$ cat config.mk
export PLATFORM = sky130hd
export DESIGN_NAME = fit_policy_block_allocator_core
export DESIGN_NICKNAME = d
export VERILOG_FILES = /design/src/hw/rtl/fpba_pkg.sv /design/src/hw/rtl/fpba_table.sv /design/src/hw/rtl/fpba_seq.sv /design/src/hw/rtl/fit_policy_block_allocator_core.sv
export SDC_FILE = /design/constraint.sdc
export NUM_CORES = 1
export LEC_CHECK = 0
export ABC_CLOCK_PERIOD_IN_PS = 8140
export BUFFER_PORTS_ARGS = -buffer_cell sky130_fd_sc_hd__buf_2
export CAP_MARGIN = 20
export CORE_UTILIZATION = 39
export CTS_BUF_LIST = sky130_fd_sc_hd__clkbuf_8 sky130_fd_sc_hd__clkbuf_16
export DETAILED_ROUTE_END_ITERATION = 10
export GPL_TIMING_DRIVEN = 1
export PLACE_DENSITY = 0.51
export SLEW_MARGIN = 5
export SYNTH_ARGS = -nofsm -noshare
export SYNTH_HDL_FRONTEND = slang
export SYNTH_SLANG_ARGS = --single-unit
$ cat constraint.sdc
create_clock -name clk -period 8.14 [get_ports clk]
set_input_delay 0.814 -clock clk [delete_from_list [all_inputs] [get_ports clk]]
set_output_delay 0.814 -clock clk [all_outputs]
set_load 0.01 [all_outputs]
$ cat src/hw/rtl/fpba_pkg.sv
// Shared constants and codes for the fit-policy block allocator.
// No dependencies; imported by every module of the block.
package fpba_pkg;

  // default sizing, handed down from the top level
  localparam int DEF_MAX_BLOCKS = 16;
  localparam int DEF_SIZE_BITS  = 16;

  // fixed field widths of the item and result beats
  localparam int IDX_FIELD_W  = 4;
  localparam int SIZE_FIELD_W = 16;

  // configuration port
  localparam int CFG_INDEX_W = 2;
  localparam int CFG_DATA_W  = 5;
  localparam int POLICY_W    = 2;
  localparam int NUM_BLK_W   = 5;

  localparam logic [CFG_INDEX_W-1:0] REG_FIT_POLICY = 2'd0;
  localparam logic [CFG_INDEX_W-1:0] REG_NUM_BLOCKS = 2'd1;

  localparam logic [POLICY_W-1:0]  POL_FIRST = 2'd0;
  localparam logic [POLICY_W-1:0]  POL_BEST  = 2'd1;
  localparam logic [POLICY_W-1:0]  POL_WORST = 2'd2;

  localparam logic [NUM_BLK_W-1:0] NUM_BLOCKS_RST = 5'd16;

  localparam logic MODE_LOAD    = 1'b0;
  localparam logic MODE_REQUEST = 1'b1;

endpackage

$ cat src/hw/rtl/fpba_table.sv
// Free-size table: one write port, one registered read port, per-entry valid bits.
// Depends on fpba_pkg.
module fpba_table
  import fpba_pkg::*;
#(
  parameter int MAX_BLOCKS = DEF_MAX_BLOCKS,
  parameter int SIZE_BITS  = DEF_SIZE_BITS,
  localparam int IDX_W     = (MAX_BLOCKS > 1) ? $clog2(MAX_BLOCKS) : 1
) (
  input  logic                 clk,
  input  logic                 rst_n,
  input  logic                 wr_en,
  input  logic [IDX_W-1:0]     wr_addr,
  input  logic [SIZE_BITS-1:0] wr_data,
  input  logic                 rd_en,
  input  logic [IDX_W-1:0]     rd_addr,
  output logic [SIZE_BITS-1:0] rd_data
);

  logic [SIZE_BITS-1:0]  mem_r [MAX_BLOCKS];
  logic [MAX_BLOCKS-1:0] vld_r;
  logic [SIZE_BITS-1:0]  rd_q_r;
  logic                  rd_vld_r;

  always_ff @(posedge clk) begin
    if (wr_en) begin
      mem_r[wr_addr] <= wr_data;
    end
    if (rd_en) begin
      rd_q_r <= mem_r[rd_addr];
    end
  end

  // entries never loaded read as zero
  always_ff @(posedge clk) begin
    if (!rst_n) begin
      vld_r    <= '0;
      rd_vld_r <= 1'b0;
    end else begin
      if (wr_en) begin
        vld_r[wr_addr] <= 1'b1;
      end
      if (rd_en) begin
        rd_vld_r <= vld_r[rd_addr];
      end
    end
  end

  assign rd_data = rd_vld_r ? rd_q_r : '0;

endmodule

$ cat src/hw/rtl/fpba_seq.sv
// Sequencer and shared compare unit: loads, request scan, write-back, result beat.
// Depends on fpba_pkg; drives fpba_table through the top level.
module fpba_seq
  import fpba_pkg::*;
#(
  parameter int MAX_BLOCKS = DEF_MAX_BLOCKS,
  parameter int SIZE_BITS  = DEF_SIZE_BITS,
  localparam int IDX_W     = (MAX_BLOCKS > 1) ? $clog2(MAX_BLOCKS) : 1,
  localparam int CNT_W     = ($clog2(MAX_BLOCKS + 1) > NUM_BLK_W) ?
                             $clog2(MAX_BLOCKS + 1) : NUM_BLK_W
) (
  input  logic                    clk,
  input  logic                    rst_n,
  input  logic                    start,
  output logic                    busy,
  input  logic                    in_mode,
  input  logic [IDX_FIELD_W-1:0]  in_block_index,
  input  logic [SIZE_FIELD_W-1:0] in_size,
  input  logic [POLICY_W-1:0]     fit_policy,
  input  logic [CNT_W-1:0]        scan_len,
  output logic                    tbl_wr_en,
  output logic [IDX_W-1:0]        tbl_wr_addr,
  output logic [SIZE_BITS-1:0]    tbl_wr_data,
  output logic                    tbl_rd_en,
  output logic [IDX_W-1:0]        tbl_rd_addr,
  input  logic [SIZE_BITS-1:0]    tbl_rd_data,
  output logic                    out_valid,
  output logic                    out_granted,
  output logic [IDX_FIELD_W-1:0]  out_chosen_block,
  output logic [SIZE_FIELD_W-1:0] out_remaining_size
);

  typedef enum logic [2:0] {
    ST_IDLE  = 3'b001,
    ST_SCAN  = 3'b010,
    ST_WRITE = 3'b100
  } state_t;

  state_t                  state_r, state_nxt;
  logic [IDX_W-1:0]        cmp_idx_r, cmp_idx_nxt;
  logic [IDX_W-1:0]        pick_r, pick_nxt;
  logic [SIZE_BITS-1:0]    best_val_r, best_val_nxt;
  logic [SIZE_BITS-1:0]    sz_r, sz_nxt;
  logic                    found_r, found_nxt;
  logic                    out_valid_r, out_valid_nxt;
  logic                    out_granted_r, out_granted_nxt;
  logic [IDX_FIELD_W-1:0]  out_blk_r, out_blk_nxt;
  logic [SIZE_FIELD_W-1:0] out_rem_r, out_rem_nxt;

  logic                    is_best, is_worst, is_first;
  logic                    fits, take, last, load_ok;
  logic [SIZE_BITS-1:0]    in_sz, diff;

  assign is_best  = (fit_policy == POL_BEST);
  assign is_worst = (fit_policy == POL_WORST);
  assign is_first = !is_best && !is_worst;

  assign in_sz   = SIZE_BITS'(in_size);
  assign load_ok = (32'(in_block_index) < MAX_BLOCKS);

  // shared compare unit: one entry per cycle
  assign fits = (tbl_rd_data >= sz_r);
  assign take = fits && (!found_r ||
                         (is_best  && (tbl_rd_data < best_val_r)) ||
                         (is_worst && (tbl_rd_data > best_val_r)));
  assign last = ((CNT_W'(cmp_idx_r) + CNT_W'(1)) == scan_len);
  assign diff = best_val_r - sz_r;

  always_comb begin
    state_nxt       = state_r;
    cmp_idx_nxt     = cmp_idx_r;
    pick_nxt        = pick_r;
    best_val_nxt    = best_val_r;
    sz_nxt          = sz_r;
    found_nxt       = found_r;
    out_valid_nxt   = 1'b0;
    out_granted_nxt = out_granted_r;
    out_blk_nxt     = out_blk_r;
    out_rem_nxt     = out_rem_r;
    tbl_wr_en       = 1'b0;
    tbl_wr_addr     = pick_r;
    tbl_wr_data     = diff;
    tbl_rd_en       = 1'b0;
    tbl_rd_addr     = cmp_idx_r + IDX_W'(1);
    case (state_r)
      ST_IDLE: begin
        if (start) begin
          sz_nxt = in_sz;
          if (in_mode == MODE_LOAD) begin
            tbl_wr_en       = load_ok;
            tbl_wr_addr     = IDX_W'(in_block_index);
            tbl_wr_data     = in_sz;
            out_valid_nxt   = 1'b1;
            out_granted_nxt = load_ok;
            out_blk_nxt     = load_ok ? in_block_index : '0;
            out_rem_nxt     = load_ok ? SIZE_FIELD_W'(in_sz) : '0;
          end else if (scan_len == '0) begin
            out_valid_nxt   = 1'b1;
            out_granted_nxt = 1'b0;
            out_blk_nxt     = '0;
            out_rem_nxt     = '0;
          end else begin
            tbl_rd_en   = 1'b1;
            tbl_rd_addr = '0;
            cmp_idx_nxt = '0;
            found_nxt   = 1'b0;
            state_nxt   = ST_SCAN;
          end
        end
      end
      ST_SCAN: begin
        if (take) begin
          found_nxt    = 1'b1;
          pick_nxt     = cmp_idx_r;
          best_val_nxt = tbl_rd_data;
        end
        // first fit stops at the first entry that fits
        if (last || (is_first && fits)) begin
          state_nxt = ST_WRITE;
        end else begin
          tbl_rd_en   = 1'b1;
          cmp_idx_nxt = cmp_idx_r + IDX_W'(1);
        end
      end
      ST_WRITE: begin
        tbl_wr_en       = found_r;
        out_valid_nxt   = 1'b1;
        out_granted_nxt = found_r;
        out_blk_nxt     = found_r ? IDX_FIELD_W'(pick_r) : '0;
        out_rem_nxt     = found_r ? SIZE_FIELD_W'(diff) : '0;
        state_nxt       = ST_IDLE;
      end
      default: begin
        state_nxt = ST_IDLE;
      end
    endcase
  end

  always_ff @(posedge clk) begin
    if (!rst_n) begin
      state_r     <= ST_IDLE;
      out_valid_r <= 1'b0;
    end else begin
      state_r     <= state_nxt;
      out_valid_r <= out_valid_nxt;
    end
  end

  always_ff @(posedge clk) begin
    cmp_idx_r     <= cmp_idx_nxt;
    pick_r        <= pick_nxt;
    best_val_r    <= best_val_nxt;
    sz_r          <= sz_nxt;
    found_r       <= found_nxt;
    out_granted_r <= out_granted_nxt;
    out_blk_r     <= out_blk_nxt;
    out_rem_r     <= out_rem_nxt;
  end

  assign busy               = (state_r != ST_IDLE);
  assign out_valid          = out_valid_r;
  assign out_granted        = out_granted_r;
  assign out_chosen_block   = out_blk_r;
  assign out_remaining_size = out_rem_r;

endmodule

$ cat src/hw/rtl/fit_policy_block_allocator_core.sv
// Top level of the fit-policy block allocator: config registers, table, sequencer.
// Depends on fpba_pkg, fpba_table and fpba_seq.
//
// Fit-policy block allocator. A beat is taken at a rising edge with start high and
// busy low. A load beat (mode 0) writes one table entry if its index is below
// MAX_BLOCKS and is acknowledged by a result beat on the next cycle. A request beat
// (mode 1) walks entries 0 .. min(num_blocks, MAX_BLOCKS)-1 one per cycle through
// the table's single registered read port and one shared comparator, then writes
// the reduced size back if an entry fits; busy stays high through the scan and the
// write-back (under first fit the scan stops at the first entry that fits), and the
// result beat follows in the cycle after the write-back. Each result beat is shown
// on out_* for exactly one cycle, flagged by out_valid; there is no backpressure,
// so the receiver must take it then. Registers are to be written by the user
// through cfg_we/cfg_index/cfg_wdata only while the block is idle; the block
// itself does not enforce this. Table entries read as zero until first loaded.
module fit_policy_block_allocator_core
  import fpba_pkg::*;
#(
  parameter int MAX_BLOCKS = DEF_MAX_BLOCKS,
  parameter int SIZE_BITS  = DEF_SIZE_BITS
) (
  input  logic                    clk,
  input  logic                    rst_n,
  // item channel
  input  logic                    start,
  output logic                    busy,
  input  logic                    in_mode,
  input  logic [IDX_FIELD_W-1:0]  in_block_index,
  input  logic [SIZE_FIELD_W-1:0] in_size,
  // result channel, one-cycle strobe
  output logic                    out_valid,
  output logic                    out_granted,
  output logic [IDX_FIELD_W-1:0]  out_chosen_block,
  output logic [SIZE_FIELD_W-1:0] out_remaining_size,
  // configuration writes
  input  logic                    cfg_we,
  input  logic [CFG_INDEX_W-1:0]  cfg_index,
  input  logic [CFG_DATA_W-1:0]   cfg_wdata
);

  localparam int IDX_W = (MAX_BLOCKS > 1) ? $clog2(MAX_BLOCKS) : 1;
  localparam int CNT_W = ($clog2(MAX_BLOCKS + 1) > NUM_BLK_W) ?
                         $clog2(MAX_BLOCKS + 1) : NUM_BLK_W;

  logic [POLICY_W-1:0]  fit_policy_r;
  logic [NUM_BLK_W-1:0] num_blocks_r;
  logic [CNT_W-1:0]     num_ext, scan_len;

  logic                 tbl_wr_en, tbl_rd_en;
  logic [IDX_W-1:0]     tbl_wr_addr, tbl_rd_addr;
  logic [SIZE_BITS-1:0] tbl_wr_data, tbl_rd_data;

  // config registers; unknown indexes are dropped
  always_ff @(posedge clk) begin
    if (!rst_n) begin
      fit_policy_r <= POL_FIRST;
      num_blocks_r <= NUM_BLOCKS_RST;
    end else if (cfg_we) begin
      case (cfg_index)
        REG_FIT_POLICY: fit_policy_r <= cfg_wdata[POLICY_W-1:0];
        REG_NUM_BLOCKS: num_blocks_r <= cfg_wdata[NUM_BLK_W-1:0];
        default: ;
      endcase
    end
  end

  // scan length clamps to the table depth
  assign num_ext  = CNT_W'(num_blocks_r);
  assign scan_len = (num_ext > CNT_W'(MAX_BLOCKS)) ? CNT_W'(MAX_BLOCKS) : num_ext;

  fpba_table #(
    .MAX_BLOCKS (MAX_BLOCKS),
    .SIZE_BITS  (SIZE_BITS)
  ) u_table (
    .clk     (clk),
    .rst_n   (rst_n),
    .wr_en   (tbl_wr_en),
    .wr_addr (tbl_wr_addr),
    .wr_data (tbl_wr_data),
    .rd_en   (tbl_rd_en),
    .rd_addr (tbl_rd_addr),
    .rd_data (tbl_rd_data)
  );

  fpba_seq #(
    .MAX_BLOCKS (MAX_BLOCKS),
    .SIZE_BITS  (SIZE_BITS)
  ) u_seq (
    .clk                (clk),
    .rst_n              (rst_n),
    .start              (start),
    .busy               (busy),
    .in_mode            (in_mode),
    .in_block_index     (in_block_index),
    .in_size            (in_size),
    .fit_policy         (fit_policy_r),
    .scan_len           (scan_len),
    .tbl_wr_en          (tbl_wr_en),
    .tbl_wr_addr        (tbl_wr_addr),
    .tbl_wr_data        (tbl_wr_data),
    .tbl_rd_en          (tbl_rd_en),
    .tbl_rd_addr        (tbl_rd_addr),
    .tbl_rd_data        (tbl_rd_data),
    .out_valid          (out_valid),
    .out_granted        (out_granted),
    .out_chosen_block   (out_chosen_block),
    .out_remaining_size (out_remaining_size)
  );

endmodule
[After elaboration in Yosys (flattened, before gate mapping)]
Memory sizes are Yosys's and may differ from the RTL's. A register that Yosys moved wholly into a read port is not among the register bits.
Cells that the tools add are included.
Widths: inputs -> output; s select.
Word-level totals
  output and inout port bits: 23
  bits in read-only memories: 0
  input bits: 32
  register bits: 90
  memories: 1
  bits in writable memories: 256
  bits in latches: 0
Cells by class
  shifts and indexed selects: 0
  bitwise logic cells: 1
  $mul: 0
  $add $sub $neg: 3
  div/mod/pow operators: 0
  reduce and logical (&&, ||, !) cells: 24
  magnitude comparators: 7
  muxes and demuxes: 59
  equality and inequality tests: 15
Memory list
  u_table.mem_r: words 16, bits a word 16, rd ports 1, clocked after Yosys merged registers in 1, wr ports 1, line fpba_table.sv:20  | logic [SIZE_BITS-1:0] mem_r [MAX_BLOCKS];
Operators by type and width (number)
  $mux 16: 8
  $mux 4: 15
  $pmux 16 s2: 1
  $mux 1: 20
  $ge 16x16->1: 1
  $gt 16x16->1: 1
  $lt 16x16->1: 1
  $or 16x16->16: 1
  $pmux 4 s2: 2
  $sub 16x16->16: 1
  $mux 3: 4
  $lt 4x5->1 const B: 2
  $pmux 1 s2: 5
  $reduce_and 5->1: 2
  $ne 2x2->1 const B: 4
  $reduce_and 2->1: 4
  $logic_and 1x1->1: 6
  $pmux 3 s2: 1
  $add 4x1->5 const B: 1
  $eq 5x5->1: 1
  $gt 5x5->1 const B: 1
  $logic_not 5->1: 1
  $mux 5: 1
  $add 4x1->4 const B: 1
  other kinds (17): 24

[Logic depth before layout (Yosys ltp)]
Gate-level depths: netlist of run 1.
  depth after elaboration: 9
  mapped depth: 11
  mapped depth without buffers: 11

[Modules after synthesis]
Synthesis of run 1 repeated with hierarchy kept, for this count alone.
Second synthesis, totals
  cells, all modules: 894
  area total of the unflattened synthesis: 15421.0 um^2
By module, submodules not included
  fpba_table: instances 1, sequential area each 8508.2 um^2, area each 10923.0 um^2, cells each 463
  fpba_seq: instances 1, sequential area each 1941.9 um^2, area each 4169.0 um^2, cells each 396
  fit_policy_block_allocator_core: instances 1, sequential area each 140.1 um^2, area each 329.1 um^2, cells each 35

[Worst setup path before layout of run 1]
OpenSTA, ideal clock, no wires.
  kind: register to register
  start: reg u_table.rd_vld_r
  end: reg u_table.rd_q_r[0], read port of u_table.mem_r (enable)
  stages on the path, launching flop included: 10
  setup slack: 4.515 ns
  data required time: 7.722 ns
  arrival time: 3.208 ns
  clock period less this slack: 3.625 ns
  cell sequence: dfxtp_1 -> clkbuf_1 -> and2_1 -> ha_1 -> a21oi_1 -> o21a_1 -> o211ai_1 -> a211o_1 -> a32o_1 -> o21ai_0
Between the ends
  word-level cells in the longest chain between the ends: 6
RTL lines
  start: declaration: line fpba_table.sv:23  | logic rd_vld_r;
  start signal: assignment: line fpba_table.sv:44  | rd_vld_r <= vld_r[rd_addr];
  $mux 16: line fpba_table.sv:49  | assign rd_data = rd_vld_r ? rd_q_r : '0;
  via tbl_rd_data[7]: line fit_policy_block_allocator_core.sv:51  | logic [SIZE_BITS-1:0] tbl_wr_data, tbl_rd_data;
  $ge 16x16->1: line fpba_seq.sv:62  | assign fits = (tbl_rd_data >= sz_r);
  $logic_and 1x1->1: line fpba_seq.sv:118  | if (last || (is_first && fits)) begin
  $logic_or 1x1->1: line fpba_seq.sv:118
  $mux 1: line fpba_seq.sv:118
  $pmux 1 s2: line fpba_seq.sv:85  | case (state_r)
  via tbl_rd_en: line fit_policy_block_allocator_core.sv:49  | logic tbl_wr_en, tbl_rd_en;
  end: declaration: line fpba_table.sv:22  | logic [SIZE_BITS-1:0] rd_q_r;
The timed path passes the listed nets, and every way through them passes these cells.
A chain may end at the register's enable or synchronous reset.

[Final worst setup path of run 1]
  start: reg num_blocks_r[0]
  end: reg u_table.rd_q_r[10], read port of u_table.mem_r (data pin)
Between the ends
  word-level cells in the longest chain between the ends: 7
RTL lines
  start: declaration: line fit_policy_block_allocator_core.sv:46  | logic [NUM_BLK_W-1:0] num_blocks_r;
  start signal: assignment: line fit_policy_block_allocator_core.sv:61  | REG_NUM_BLOCKS: num_blocks_r <= cfg_wdata[NUM_BLK_W-1:0];
  $gt 5x5->1: line fit_policy_block_allocator_core.sv:69  | assign scan_len = (num_ext > CNT_W'(MAX_BLOCKS)) ? CNT_W'(MAX_BLOCKS) : num_ext;
  $mux 5 *: line fit_policy_block_allocator_core.sv:69
  $logic_not 5->1: line fpba_seq.sv:97  | end else if (scan_len == '0) begin
  $mux 1 / $mux 4 (equally long branches): line fpba_seq.sv:97
  $mux 1 / $mux 4 (equally long branches): line fpba_seq.sv:89  | if (in_mode == MODE_LOAD) begin
  $mux 1 / $mux 4 (equally long branches): line fpba_seq.sv:87  | if (start) begin
  $pmux 1 s2 / $mux 4 (equally long branches): line fpba_seq.sv:85
Every way passes the cells marked *; elsewhere a longest branch is shown, timed or not.

==> summary.md, run 1 <==
| Metric | Value |
|---|---|
| Status | complete, no violations |
| Sequential share of the synthesized area | 65.7% |
| Worst vdd ir | 174 µV |
| DR iter-0 viols | 586 |
| WL/cell | 22.3 µm |
| Port Buffers | 54 |
| Drt total wl | 39000 µm |
| Ports | 55 |
| Hold Buf Count CTS | 0 |
| Post-CTS Setup Bufs | 0 |
| Worst slew pin tran | 1.07 ns |
| RSZ-0062 raised after global routing | no |
| Post-synth EDFFs | 334 |
| Power Density | 237 nW/µm² |
| CP arrival | 4.41 ns |
| Synth Net Count | 1193 |
| DRT antenna net count | 0 |
| Final design utilization | 45.1% |
| Commonest non-fill, non-tap cell in the layout | edfxtp_1 |
| Mapped Cells | 1113 |
| Commonest non-fill, non-tap cells in the layout | edfxtp_1, mux2i_1, nand2_1 |
| First-pass GRT wire length | 58100 µm |
| Area share of the largest cell type after synthesis | 62.2% |
| CTS buffer count | 40 |
| Reg2reg path depth | 9 |
| Row cnt | 74 |
| Syn avg cell area | 14.5 µm² |
| Req. time, crit path | 8.44 ns |
| Slew headroom | 28.8% |
| Crit end category | flop |
| Grt ovf | 0 |
| Drt drc | 0 |
| H-tree Lvls | 2 |
| CTS resizes | 0 |
| Leak | 0.00684 µW |
| WHS | 0.451 ns |
| Synth warn | 0 |
| Register bit count reported by yosys | 362 |
| Initial Utilization | 39.5% |
| Dominant cell type by area after synthesis | edfxtp_1 |
| Vias in the first global route | 9286 |
| Period utilization | 50.5% |
| Area Growth Syn to Fin | 14.2% |
| Routability Congestion | 0.803 |
| F_max | 243 MHz |
| Top cells by area, synth | edfxtp_1, mux2i_1, ha_1, dfxtp_1, mux2_2 |
| Pin count of the biggest net entering global routing | 55 |
| Final slew viol count | 0 |
| GRT met3 Usage | 3.45% |
| Routed vias/inst | 5.29 |
| Core ar. | 40800 µm² |
| Die Y | 205 µm |
| Clock latency on the worst-skew pair | 0.57 ns |
| Root Driver | clkbuf_16 |
| Top FF cell, synth | edfxtp_1 |
| Clock tree sinks | 362 |
| Critical path class | flop to flop |
| Initial antenna violation count | 6 |
| GR Util met2 | 30.9% |
| HP Class | primary input to flop |
| DIE AREA | 42100 µm² |
| Final setup fails | 0 |
| Min Tclk post-route | 4.11 ns |
| Area of the mapped netlist | 16100 µm² |
| Maxcap violations | 0 |
| Post-synthesis async set-or-reset flop share | 0% |
| Chip width | 205 µm |
| Gr usage total | 19.0% |
| Unique cell type count in the Yosys netlist | 57 |
| Most used routing layer | met2 |
| Share of cells above drive strength 1 | 17.0% |
| Worst hold path depth | 1 |
| Fillers | 3629 |
| Startpoint Class | flop |
| Total number of vias | 9264 |
| HPWL Detailed | 25100 µm |
| Final Hold Violating Endpoints | 0 |
| Clock skew | 0.0194 ns |
| Setup TNS | 0 ns |
| CTS max path bufs | 3 |
| Final #Nets | 1267 |
| DRT Pass-1 Iters | 5 |
| CTS tree | yes |
| Flop-to-flop setup slack | 4.03 ns |
| Top fanout value on the critical path | 54 |
| Clock transition at path regs | 0.06 ns |
| Routing usage on met1 | 25.9% |
==> report_power, final <==
group          internal [µW]  switching (µW)  total, µW
combinational            135             271        406
sequential              2110            14.6       2130
clock                   1090             736       1820
==> layer usage <==
layer / wire length (µm) / up-vias / part of all wire [%]
met2: 18400 / 183 / 47
met5: 0 / - / 0
met1: 18000 / 4612 / 46
met3: 1770 / 63 / 4.5
li1: - / 4406 / -
met4: 848 / 0 / 2.2
==> synth_stat cells, drive strengths merged (2+ instances only) <==
| library cell | count |
|---|---|
| inv | 44 |
| a21boi | 6 |
| o21ai | 40 |
| nor2 | 45 |
| nand3 | 5 |
| nand2 | 58 |
| nand4 | 8 |
| o221a | 2 |
| a31oi | 8 |
| xor2 | 8 |
| a21o | 12 |
| nor2b | 15 |
| nand2b | 4 |
| and3 | 4 |
| a21oi | 45 |
| buf | 18 |
| ha | 47 |
| a211o | 2 |
| o22a | 2 |
| o22ai | 34 |
| clkbuf | 29 |
| a22oi | 2 |
| mux2i | 155 |
| xnor2 | 12 |
| edfxtp | 334 |
| a211oi | 4 |
| a22o | 14 |
| nor3b | 6 |
| nor4 | 3 |
| and2 | 18 |
| o211ai | 2 |
| mux2 | 41 |
| nor3 | 21 |
| dfxtp | 28 |
| o21a | 21 |
==> final cells by class <==
| type | instances | area [µm²] | share of cell area (%) |
|---|---|---|---|
| Clock buffer | 40 | 1000 | 5.44 |
| Clock inverter | 32 | 319 | 1.73 |
| Multi-Input combinational cell | 660 | 5170 | 28.1 |
| Inverter | 44 | 165 | 0.897 |
| Tap cell | 532 | 666 | 3.62 |
| Sequential cell | 362 | 10600 | 57.5 |
| Timing Repair Buffer | 79 | 492 | 2.67 |
| Antenna cell | 1 | 2.50 | 0.0136 |
==> metrics by stage <==
step / instances / area (µm²) / worst slack (ns) / power [µW]
floorplan: 1113 / 16100 / 4.51 / 2420
finish: 1750 / 18400 / 4.03 / 4360
CTS: 1748 / 18400 / 4.02 / 4410
global route: 1749 / 18400 / 3.81 / 4510
detailed placement: 1676 / 17100 / 3.55 / 2580
global placement: 1672 / 17000 / 3.65 / 2570
==> final timing paths <==
path,startpoint,endpoint
worst max-delay path,num_blocks_r[0],u_table.rd_q_r[10]
worst min-delay path,in_size[14],u_seq.sz_r[14]
worst max register to register,num_blocks_r[0],u_table.rd_q_r[10]
worst min register to register,u_table.vld_r[3],u_table.vld_r[3]
==> sequential cells by signal, indices dropped and copies added, names as in the netlist, 2 cells and up <==
register	flops
u_seq.out_remaining_size	16
u_seq.sz_r	16
u_seq.pick_r	4
u_seq.cmp_idx_r	4
fit_policy_r	2
num_blocks_r	5
u_table.rd_q_r	16
u_seq.state_r	3
u_seq.out_chosen_block	4
u_table.mem_r	256
u_table.vld_r	16
u_seq.best_val_r	16
==> worst max-delay path: stages, from the launching register on <==
cell and delay, ns:
dfxtp_1 0.34, or4_4 0.59, o211a_1 0.22, buf_4 0.23, nor2_8 0.63, buf_4 0.82
mux2i_1 0.28, mux2i_1 0.11, mux2_2 0.30, mux2_2 0.26
==> cells by family after synthesis <==
family | synth area share [%]
xor gates and xnor gates | 1.09
DFF | 65.7
AOI/OAI and AO/OA | 8.11
buffers and inverters | 2.72
and+or+nand+nor | 5.98
muxes | 12.6
adders and majority gates | 3.77
(Power assumes the default switching activity.)
==> run 2: changes to the inputs <==
--- a/config.mk
+++ b/config.mk
@@ -5,7 +5,8 @@
 export SDC_FILE = /design/constraint.sdc
 export NUM_CORES = 1
 export LEC_CHECK = 0
-export ABC_CLOCK_PERIOD_IN_PS = 8140
+export ABC_AREA = 1
+export ABC_CLOCK_PERIOD_IN_PS = 3800
 export BUFFER_PORTS_ARGS = -buffer_cell sky130_fd_sc_hd__buf_2
 export CAP_MARGIN = 20
 export CORE_UTILIZATION = 39
==> constraint.sdc (replaced) <==
create_clock -name clk -period 3.8 [get_ports clk]
set_input_delay 0.38 -clock clk [delete_from_list [all_inputs] [get_ports clk]]
set_output_delay 0.38 -clock clk [all_outputs]
set_load 0.01 [all_outputs]
==> run 2 against run 1 <==
Net effect:
- maximum frequency up 32%
- worst setup slack lost 3.4 ns
- clock-buffer cell count grew 4
- non-clock buffer count increased by 21
- sequential share of layout area shrank 0.70 points
- sequential power increased by 120%
- flip-flop and latch count unchanged
- critical path depth grew 7
- clock power increased by 130%
- die area up 0.29%
- clock skew about the same
- synthesized cell count increased by 24%
- highest routed layer unchanged
==> summary.md, run 2 <==
| Metric | Value |
|---|---|
| Chip width | 206 µm (+0.15%) |
| ANT cells | 0 (-1) |
| Worst Hold Launch | in_size[12] |
| Synth Net Count | 1465 (+23%) |
| Min Tclk post-route | 3.12 ns (-0.986 ns) |
| Final non-filler cell total | 2027 (+16%) |
| Reg2reg path depth | 16 (+7) |
| WL/cell | 20.1 µm (-10%) |
| Pin count of the biggest net entering global routing | 103 (+87%) |
| Leak | 0.00733 µW (+7.2%) |
| Synth cell count leaders | edfxtp_1, nand2_1, inv_1 |
| Final setup fails | 0 (unchanged) |
| Placed cells | 1943 (+16%) |
| Clock latency on the worst-skew pair | 0.57 ns (about the same) |
| CP arrival | 3.33 ns (-1.08 ns) |
| Drt drc | 0 (unchanged) |
| Register bit count reported by yosys | 362 (unchanged) |
| Area Growth Syn to Fin | 15.3% |
| Worst hold path depth | 1 (unchanged) |
| Startpoint Class | flop |
| Req. time, crit path | 4.01 ns (-4.43 ns) |
| DR iter-0 viols | 898 (+53%) |
| Worst vdd ir | 348 µV (+100%) |
| Unique cell type count in the Yosys netlist | 44 (-23%) |
| Clock transition at path regs | 0.06 ns (about the same) |
| Synth warn | 0 (unchanged) |
| Core ar. | 40800 µm² (unchanged) |
| F_max | 320 MHz (+32%) |
| Grt ovf | 0 (unchanged) |
| Slew headroom | 36.9% (+8.1 points) |
| Final design utilization | 45.6% (+0.56 points) |
| Final slew viol count | 0 (unchanged) |
| Final worst slack | 0.676 ns (-3.35 ns) |
| CTS max path bufs | 3 (unchanged) |
| Area share of the largest cell type after synthesis | 62.0% (-0.18 points) |
| DRT antenna net count | 0 (unchanged) |
| Root Driver | clkbuf_16 |
| Pre-CTS setup slack | 0.648 ns (-2.90 ns) |
| Top fanout value on the critical path | 16 (-70%) |
| Area taken by multi-input logic gates | 4560 µm² (-12%) |
| HP Class | primary input to flop |
| Gr usage total | 19.6% (+0.60 points) |
| R2r startpoint | u_seq.best_val_r[0] |
| Worst Setup SP | u_seq.best_val_r[0] |
| Crit end category | flop |
| DRT Pass-1 Iters | 5 (unchanged) |
| Hold Path Sink | u_seq.sz_r[12] |
| Die Y | 206 µm (+0.15%) |
| HPWL Detailed | 25400 µm (+1.2%) |
| RSZ-0062 raised after global routing | no |
| Maxcap violations | 0 (unchanged) |
| Fillers | 3742 (+3.1%) |
| Critical path class | flop to flop |
| Initial Utilization | 39.6% (+0.12 points) |
| Share of cells above drive strength 1 | 12.4% (-4.6 points) |
| Setup TNS | 0 ns (unchanged) |
| Mapped Cells | 1385 (+24%) |
| Status | complete, no violations |
| Routability Congestion | 0.946 (+18%) |
| Flop-to-flop setup slack | 0.68 ns (-3.35 ns) |
| Commonest non-fill, non-tap cell in the layout | edfxtp_1 |
| Reg2reg end | u_table.mem_r[6][14] |
| Routed vias/inst | 5.27 (-0.51%) |
| Storage cell area | 10600 µm² (unchanged) |
| Worst slew pin tran | 0.944 ns (-0.122 ns) |
| Area of the mapped netlist | 16200 µm² (+0.29%) |
| Largest register FFs | 256 (unchanged) |
| Count leader, synth | edfxtp_1 |
| DIE AREA | 42300 µm² (+0.29%) |
| Row cnt | 74 (unchanged) |
| Syn avg cell area | 11.7 µm² (-19%) |
| Clock skew | 0.0197 ns (+0.000332 ns) |
| Total number of vias | 10.7k (+15%) |
| Top FF cell, synth | edfxtp_1 |
| Drt total wl | 40700 µm (+4.2%) |
| Post-synth EDFFs | 334 (unchanged) |
| Post-CTS Setup Bufs | 0 (unchanged) |
| Port Buffers | 54 (unchanged) |
| Top cells by area, synth | edfxtp_1, nand2_1, inv_1, ha_1, dfxtp_1 |
| Post-synthesis async set-or-reset flop share | 0% (unchanged) |
| Clock tree sinks | 362 (unchanged) |
| CTS buffer count | 41 (+2.5%) |
| Dominant cell type by area after synthesis | edfxtp_1 |
| Register name with the most flops | u_table.mem_r |
| H-tree Lvls | 2 (unchanged) |
| Commonest non-fill, non-tap cells in the layout | edfxtp_1, nand2_1, inv_1 |
| Power Density | 532 nW/µm² (+120%) |
| Final #Nets | 1542 (+22%) |
| First-pass GRT wire length | 61900 µm (+6.5%) |
| Final Hold Violating Endpoints | 0 (unchanged) |
| Vias in the first global route | 10.3k (+11%) |
| Total Power | 9920 µW (+130%) |
| Period utilization | 82.2% (+32 points) |
| Ports | 55 (unchanged) |
| CTS tree | yes |
| Sequential share of the synthesized area | 65.5% (-0.19 points) |
| Initial antenna violation count | 0 (-6) |
[run 2: changes by cell type in the layout (fill, tap and decap cells not counted), moves of 21 or more]
cell,change
o21ai_1,+33
o22ai_1,-25
mux2_2,-41
o221ai_1,+64
nor2_1,+42
nand2_1,+139
a21oi_1,+35
inv_1,+116
mux2i_1,-139
o21ai_0,+21
nand3_1,+106
[run 2: area by class of cell]
type | instances | share of cell area (%)
clock buffers | 44 | 5.85
clock inverters | 32 | 1.91
inverters | 180 | 3.67
multi-input cells | 777 | 24.5
flip-flops and latches | 362 | 56.8
well taps | 532 | 3.57
repair buffers | 100 | 3.68
[run 2: metrics by stage]
stage               hold slack (ns)  cell area, µm²
global route                 0.0269           18600
finish                       0.0468           18600
global placement              0.444           17100
detailed placement            0.450           17100
CTS                         0.00177           18600
floorplan                     0.435           16200
[run 2: timing repair]
| action | 4_1_cts | 5_1_grt |
|---|---|---|
| hold buffers | 8 | 0 |
| resized for setup | 0 | 0 |
| endpoints found under the hold margin | 8 | 0 |
[run 2: power by group]
group	internal (µW)	switching (µW)	total, µW
logic	327	787	1110
registers	4560	33.0	4590
clock network	2610	1610	4220
total	7500	2420	9920
[run 2: worst max-delay path, stage by stage (launching register included)]
cell and delay, ns:
edfxtp_1 0.39, inv_1 0.08, ha_1 0.13, inv_1 0.06, fa_1 0.41, nand3_1 0.09, nand3_1 0.14, nand3_1 0.13
nand3_1 0.12, nand2_1 0.08, nand2_1 0.05, nand2_1 0.06, nand2_1 0.05, nand2_1 0.05, nand2_1 0.06, o21ai_0 0.50
inv_1 0.38
[run 2: kinds of logic after synthesis]
logic type | share of synthesized area [%]
flip-flops | 65.5
buffers and inverters | 6.32
XOR/XNOR | 0.867
AO/OA/AOI/OAI | 11.5
AND/OR/NAND/NOR | 11.0
adder cells (fa/ha/maj) | 3.76
multiplexers | 0.991
[run 2: layer usage]
metal  GRT usage (%)  wire (µm)  vias to the layer above
met5               0          0                        -
met4            6.08        815                        0
met3            2.82       1910                       55
met2            30.1      18400                      257
met1            28.5      19600                     5250
li1                -          -                     5114
[run 2: how the worst max path moves through the flow]
stage          slack, ns  depth (start not counted)                    to
4_1_cts             0.67                         12     u_table.rd_q_r[7]
2_1_floorplan       0.77                         14   u_seq.best_val_r[0]
3_5_place_dp        0.65                         11   u_table.mem_r[1][6]
6_report            0.68                         16  u_table.mem_r[6][14]
5_1_grt             0.39                         12     u_table.rd_q_r[7]
3_3_place_gp        0.65                         11   u_table.mem_r[1][6]
==> run 3: changes to the inputs <==
--- a/config.mk
+++ b/config.mk
@@ -6,14 +6,14 @@
 export NUM_CORES = 1
 export LEC_CHECK = 0
 export ABC_AREA = 1
-export ABC_CLOCK_PERIOD_IN_PS = 3800
+export ABC_CLOCK_PERIOD_IN_PS = 2700
 export BUFFER_PORTS_ARGS = -buffer_cell sky130_fd_sc_hd__buf_2
 export CAP_MARGIN = 20
 export CORE_UTILIZATION = 39
 export CTS_BUF_LIST = sky130_fd_sc_hd__clkbuf_8 sky130_fd_sc_hd__clkbuf_16
 export DETAILED_ROUTE_END_ITERATION = 10
 export GPL_TIMING_DRIVEN = 1
-export PLACE_DENSITY = 0.51
+export PLACE_DENSITY = 0.53
 export SLEW_MARGIN = 5
 export SYNTH_ARGS = -nofsm -noshare
 export SYNTH_HDL_FRONTEND = slang
==> constraint.sdc (replaced) <==
create_clock -name clk -period 2.7 [get_ports clk]
set_input_delay 0.27 -clock clk [delete_from_list [all_inputs] [get_ports clk]]
set_output_delay 0.27 -clock clk [all_outputs]
set_load 0.01 [all_outputs]
==> run 3 against run 2 <==
Net effect:
- sequential power grew 41%
- sequential share of layout area shrank 1.4 points
- global-route usage grew 0.61 points
- maximum frequency grew 23%
- clock-buffer cell count shrank 2
- register-to-register slack lost 0.51 ns
- critical path type unchanged
- largest cell class unchanged
==> summary.md, run 3 (synthesis gave the netlist of run 2 again) <==
| Metric | Value |
|---|---|
| Slew headroom | 56.3% (+19 points) |
| Drt drc | 0 (unchanged) |
| Sw power | 3390 µW (+40%) |
| Power Density | 707 nW/µm² (+33%) |
| Worst Setup EP | u_table.mem_r[14][10] |
| Root Driver | clkbuf_16 |
| Final setup fails | 0 (unchanged) |
| Vias in the first global route | 10.6k (+2.7%) |
| Final design utilization | 46.8% (+1.2 points) |
| DRT antenna net count | 0 (unchanged) |
| Row cnt | 74 (unchanged) |
| CTS buffer count | 40 (-2.4%) |
| Startpoint Class | flop |
| Drt total wl | 42400 µm (+4.1%) |
| Final Hold Violating Endpoints | 0 (unchanged) |
| Final worst slack | 0.163 ns (-0.513 ns) |
| CTS max path bufs | 3 (unchanged) |
| WHS | 0.0875 ns (+0.0406 ns) |
| Routability Congestion | 0.877 (-7.2%) |
| Req. time, crit path | 2.98 ns (-1.03 ns) |
| Worst slew pin tran | 0.651 ns (-0.293 ns) |
| CP arrival | 2.82 ns (-0.51 ns) |
| Reg2reg end | u_table.mem_r[14][10] |
| Area Growth Syn to Fin | 18.3% |
| Flop-to-flop setup slack | 0.16 ns (-0.51 ns) |
| Total number of vias | 11.0k (+3.3%) |
| Final #Nets | 1581 (+2.5%) |
| Commonest non-fill, non-tap cell in the layout | edfxtp_1 |
| Sequential share of power | 47.8% (+1.5 points) |
| DRT Pass-1 Iters | 5 (unchanged) |
| Largest register FFs | 256 (unchanged) |
| Crit end category | flop |
| Pin count of the biggest net entering global routing | 103 (unchanged) |
| Leak | 0.00754 µW (+2.9%) |
| Period utilization | 94.0% (+12 points) |
| Sw frac | 25.1% (+0.66 points) |
| H-tree Lvls | 2 (unchanged) |
| Port Buffers | 54 (unchanged) |
| Logic pwr share | 12.5% (+1.3 points) |
| R2r startpoint | u_seq.best_val_r[0] |
| Worst Setup SP | u_seq.best_val_r[0] |
| Share of cells above drive strength 1 | 13.9% (+1.5 points) |
| RSZ-0062 raised after global routing | no |
| Worst vdd ir | 386 µV (+11%) |
| Design internal power | 10100 µW (+35%) |
| Routed vias/inst | 5.35 (+1.5%) |
| Clock tree sinks | 362 (unchanged) |
| Commonest non-fill, non-tap cells in the layout | edfxtp_1, nand2_1, inv_1 |
| Clock skew | 0.0210 ns (+0.00128 ns) |
| Initial Utilization | 39.6% (unchanged) |
| Core ar. | 40800 µm² (unchanged) |
| Gr usage total | 20.2% (+0.61 points) |
| Chip width | 206 µm (unchanged) |
| Clock transition at path regs | 0.06 ns (about the same) |
| Reg2reg path depth | 14 (-2) |
| Maxcap violations | 0 (unchanged) |
| Grt ovf | 0 (unchanged) |
| Min Tclk post-route | 2.54 ns (-0.587 ns) |
| Ports | 55 (unchanged) |
| Total Power | 13500 µW (+36%) |
| HP Class | primary input to flop |
| Final slew viol count | 0 (unchanged) |
| Setup TNS | 0 ns (unchanged) |
| WL/cell | 20.5 µm (+2.3%) |
| ANT cells | 0 (unchanged) |
| CTS tree | yes |
| Clk pwr share | 39.7% (-2.8 points) |
| F_max | 394 MHz (+23%) |
| Critical path class | flop to flop |
| Top fanout value on the critical path | 16 (unchanged) |
| Initial antenna violation count | 1 (+1) |
| Die Y | 206 µm (unchanged) |
| Pre-CTS setup slack | 0.0540 ns (-0.594 ns) |
| HPWL Detailed | 26900 µm (+5.7%) |
| Register name with the most flops | u_table.mem_r |
| First-pass GRT wire length | 63200 µm (+2.1%) |
| DR iter-0 viols | 859 (-4.3%) |
| Clock latency on the worst-skew pair | 0.55 ns (-0.02 ns) |
| Status | complete, no violations |
| DIE AREA | 42300 µm² (unchanged) |
[run 3: changes by cell type in the layout (fill, tap and decap cells not counted), sizes merged]
cell / previous run / this run
buf: 92 / 118
dlygate4sd3: 8 / 22
inv: 185 / 194
clkinv: 18 / 10
bufinv: 8 / 4
clkbuf: 44 / 42
[run 3: area by class of cell]
cell class	instances	area (µm²)
tap	532	666
sequential	362	10600
fill	3726	21700
inverter	180	684
timing repair buffer	140	1310
clock inverter	29	239
multi-input combinational	777	4590
clock buffer	42	1040
[run 3: worst min-delay path by stage]
stage                            startpoint                        end  slack (ns)  cells past startpoint
after global placement    u_table.vld_r[12]          u_table.vld_r[12]        0.44                      2
final                          cfg_index[0]            fit_policy_r[1]        0.09                      4
after CTS                      cfg_index[0]            fit_policy_r[1]        0.05                      4
after global routing      in_block_index[1]  u_seq.out_chosen_block[1]        0.09                      3
after floorplan                  in_size[0]              u_seq.sz_r[0]        0.37                      0
after detailed placement  u_table.vld_r[11]          u_table.vld_r[11]        0.45                      2
[run 3: critical path, stage by stage, from the launching register on]
cell and delay, ns:
edfxtp_1 0.38, inv_1 0.07, ha_1 0.13, inv_1 0.06, fa_2 0.35, nand3_1 0.08, nand3_1 0.09, buf_4 0.16
a21o_1 0.16, a21oi_2 0.15, o21ai_0 0.11, xor2_1 0.17, nand2_1 0.07, o21ai_1 0.12, buf_12 0.18
[run 3: stage by stage]
step,cells,area (µm²)
6_report,2062,19100
5_1_grt,2062,19100
4_1_cts,2061,19100
3_5_place_dp,1968,17600
3_3_place_gp,1968,17600
2_1_floorplan,1385,16200
[run 3: timing repair]
| item | 4_1_cts | 5_1_grt |
|---|---|---|
| hold endpoints to repair | 22 | 0 |
| gates resized for setup | 0 | 10 |
| hold buffers | 22 | 0 |
| buffers inserted | 0 | 0 |
| setup endpoints to repair | 0 | 82 |
[run 3: layer usage]
| metal | global-route usage [%] | up-vias | routed length, µm |
|---|---|---|---|
| li1 | - | 5193 | - |
| met1 | 27.4 | 5439 | 18700 |
| met2 | 33.1 | 321 | 20200 |
| met3 | 3.17 | 71 | 2420 |
| met4 | 6.32 | 2 | 1000 |
| met5 | 0 | - | 13 |
[run 3: power groups by stage]
stage               clock network [µW]  registers, µW  logic (µW)
finish                            5370           6450        1690
global route                      5680           6460        1860
CTS                               5480           6450        1690
detailed placement                   0           6570        1660
global placement                     0           6570        1640
floorplan                            0           6570         994
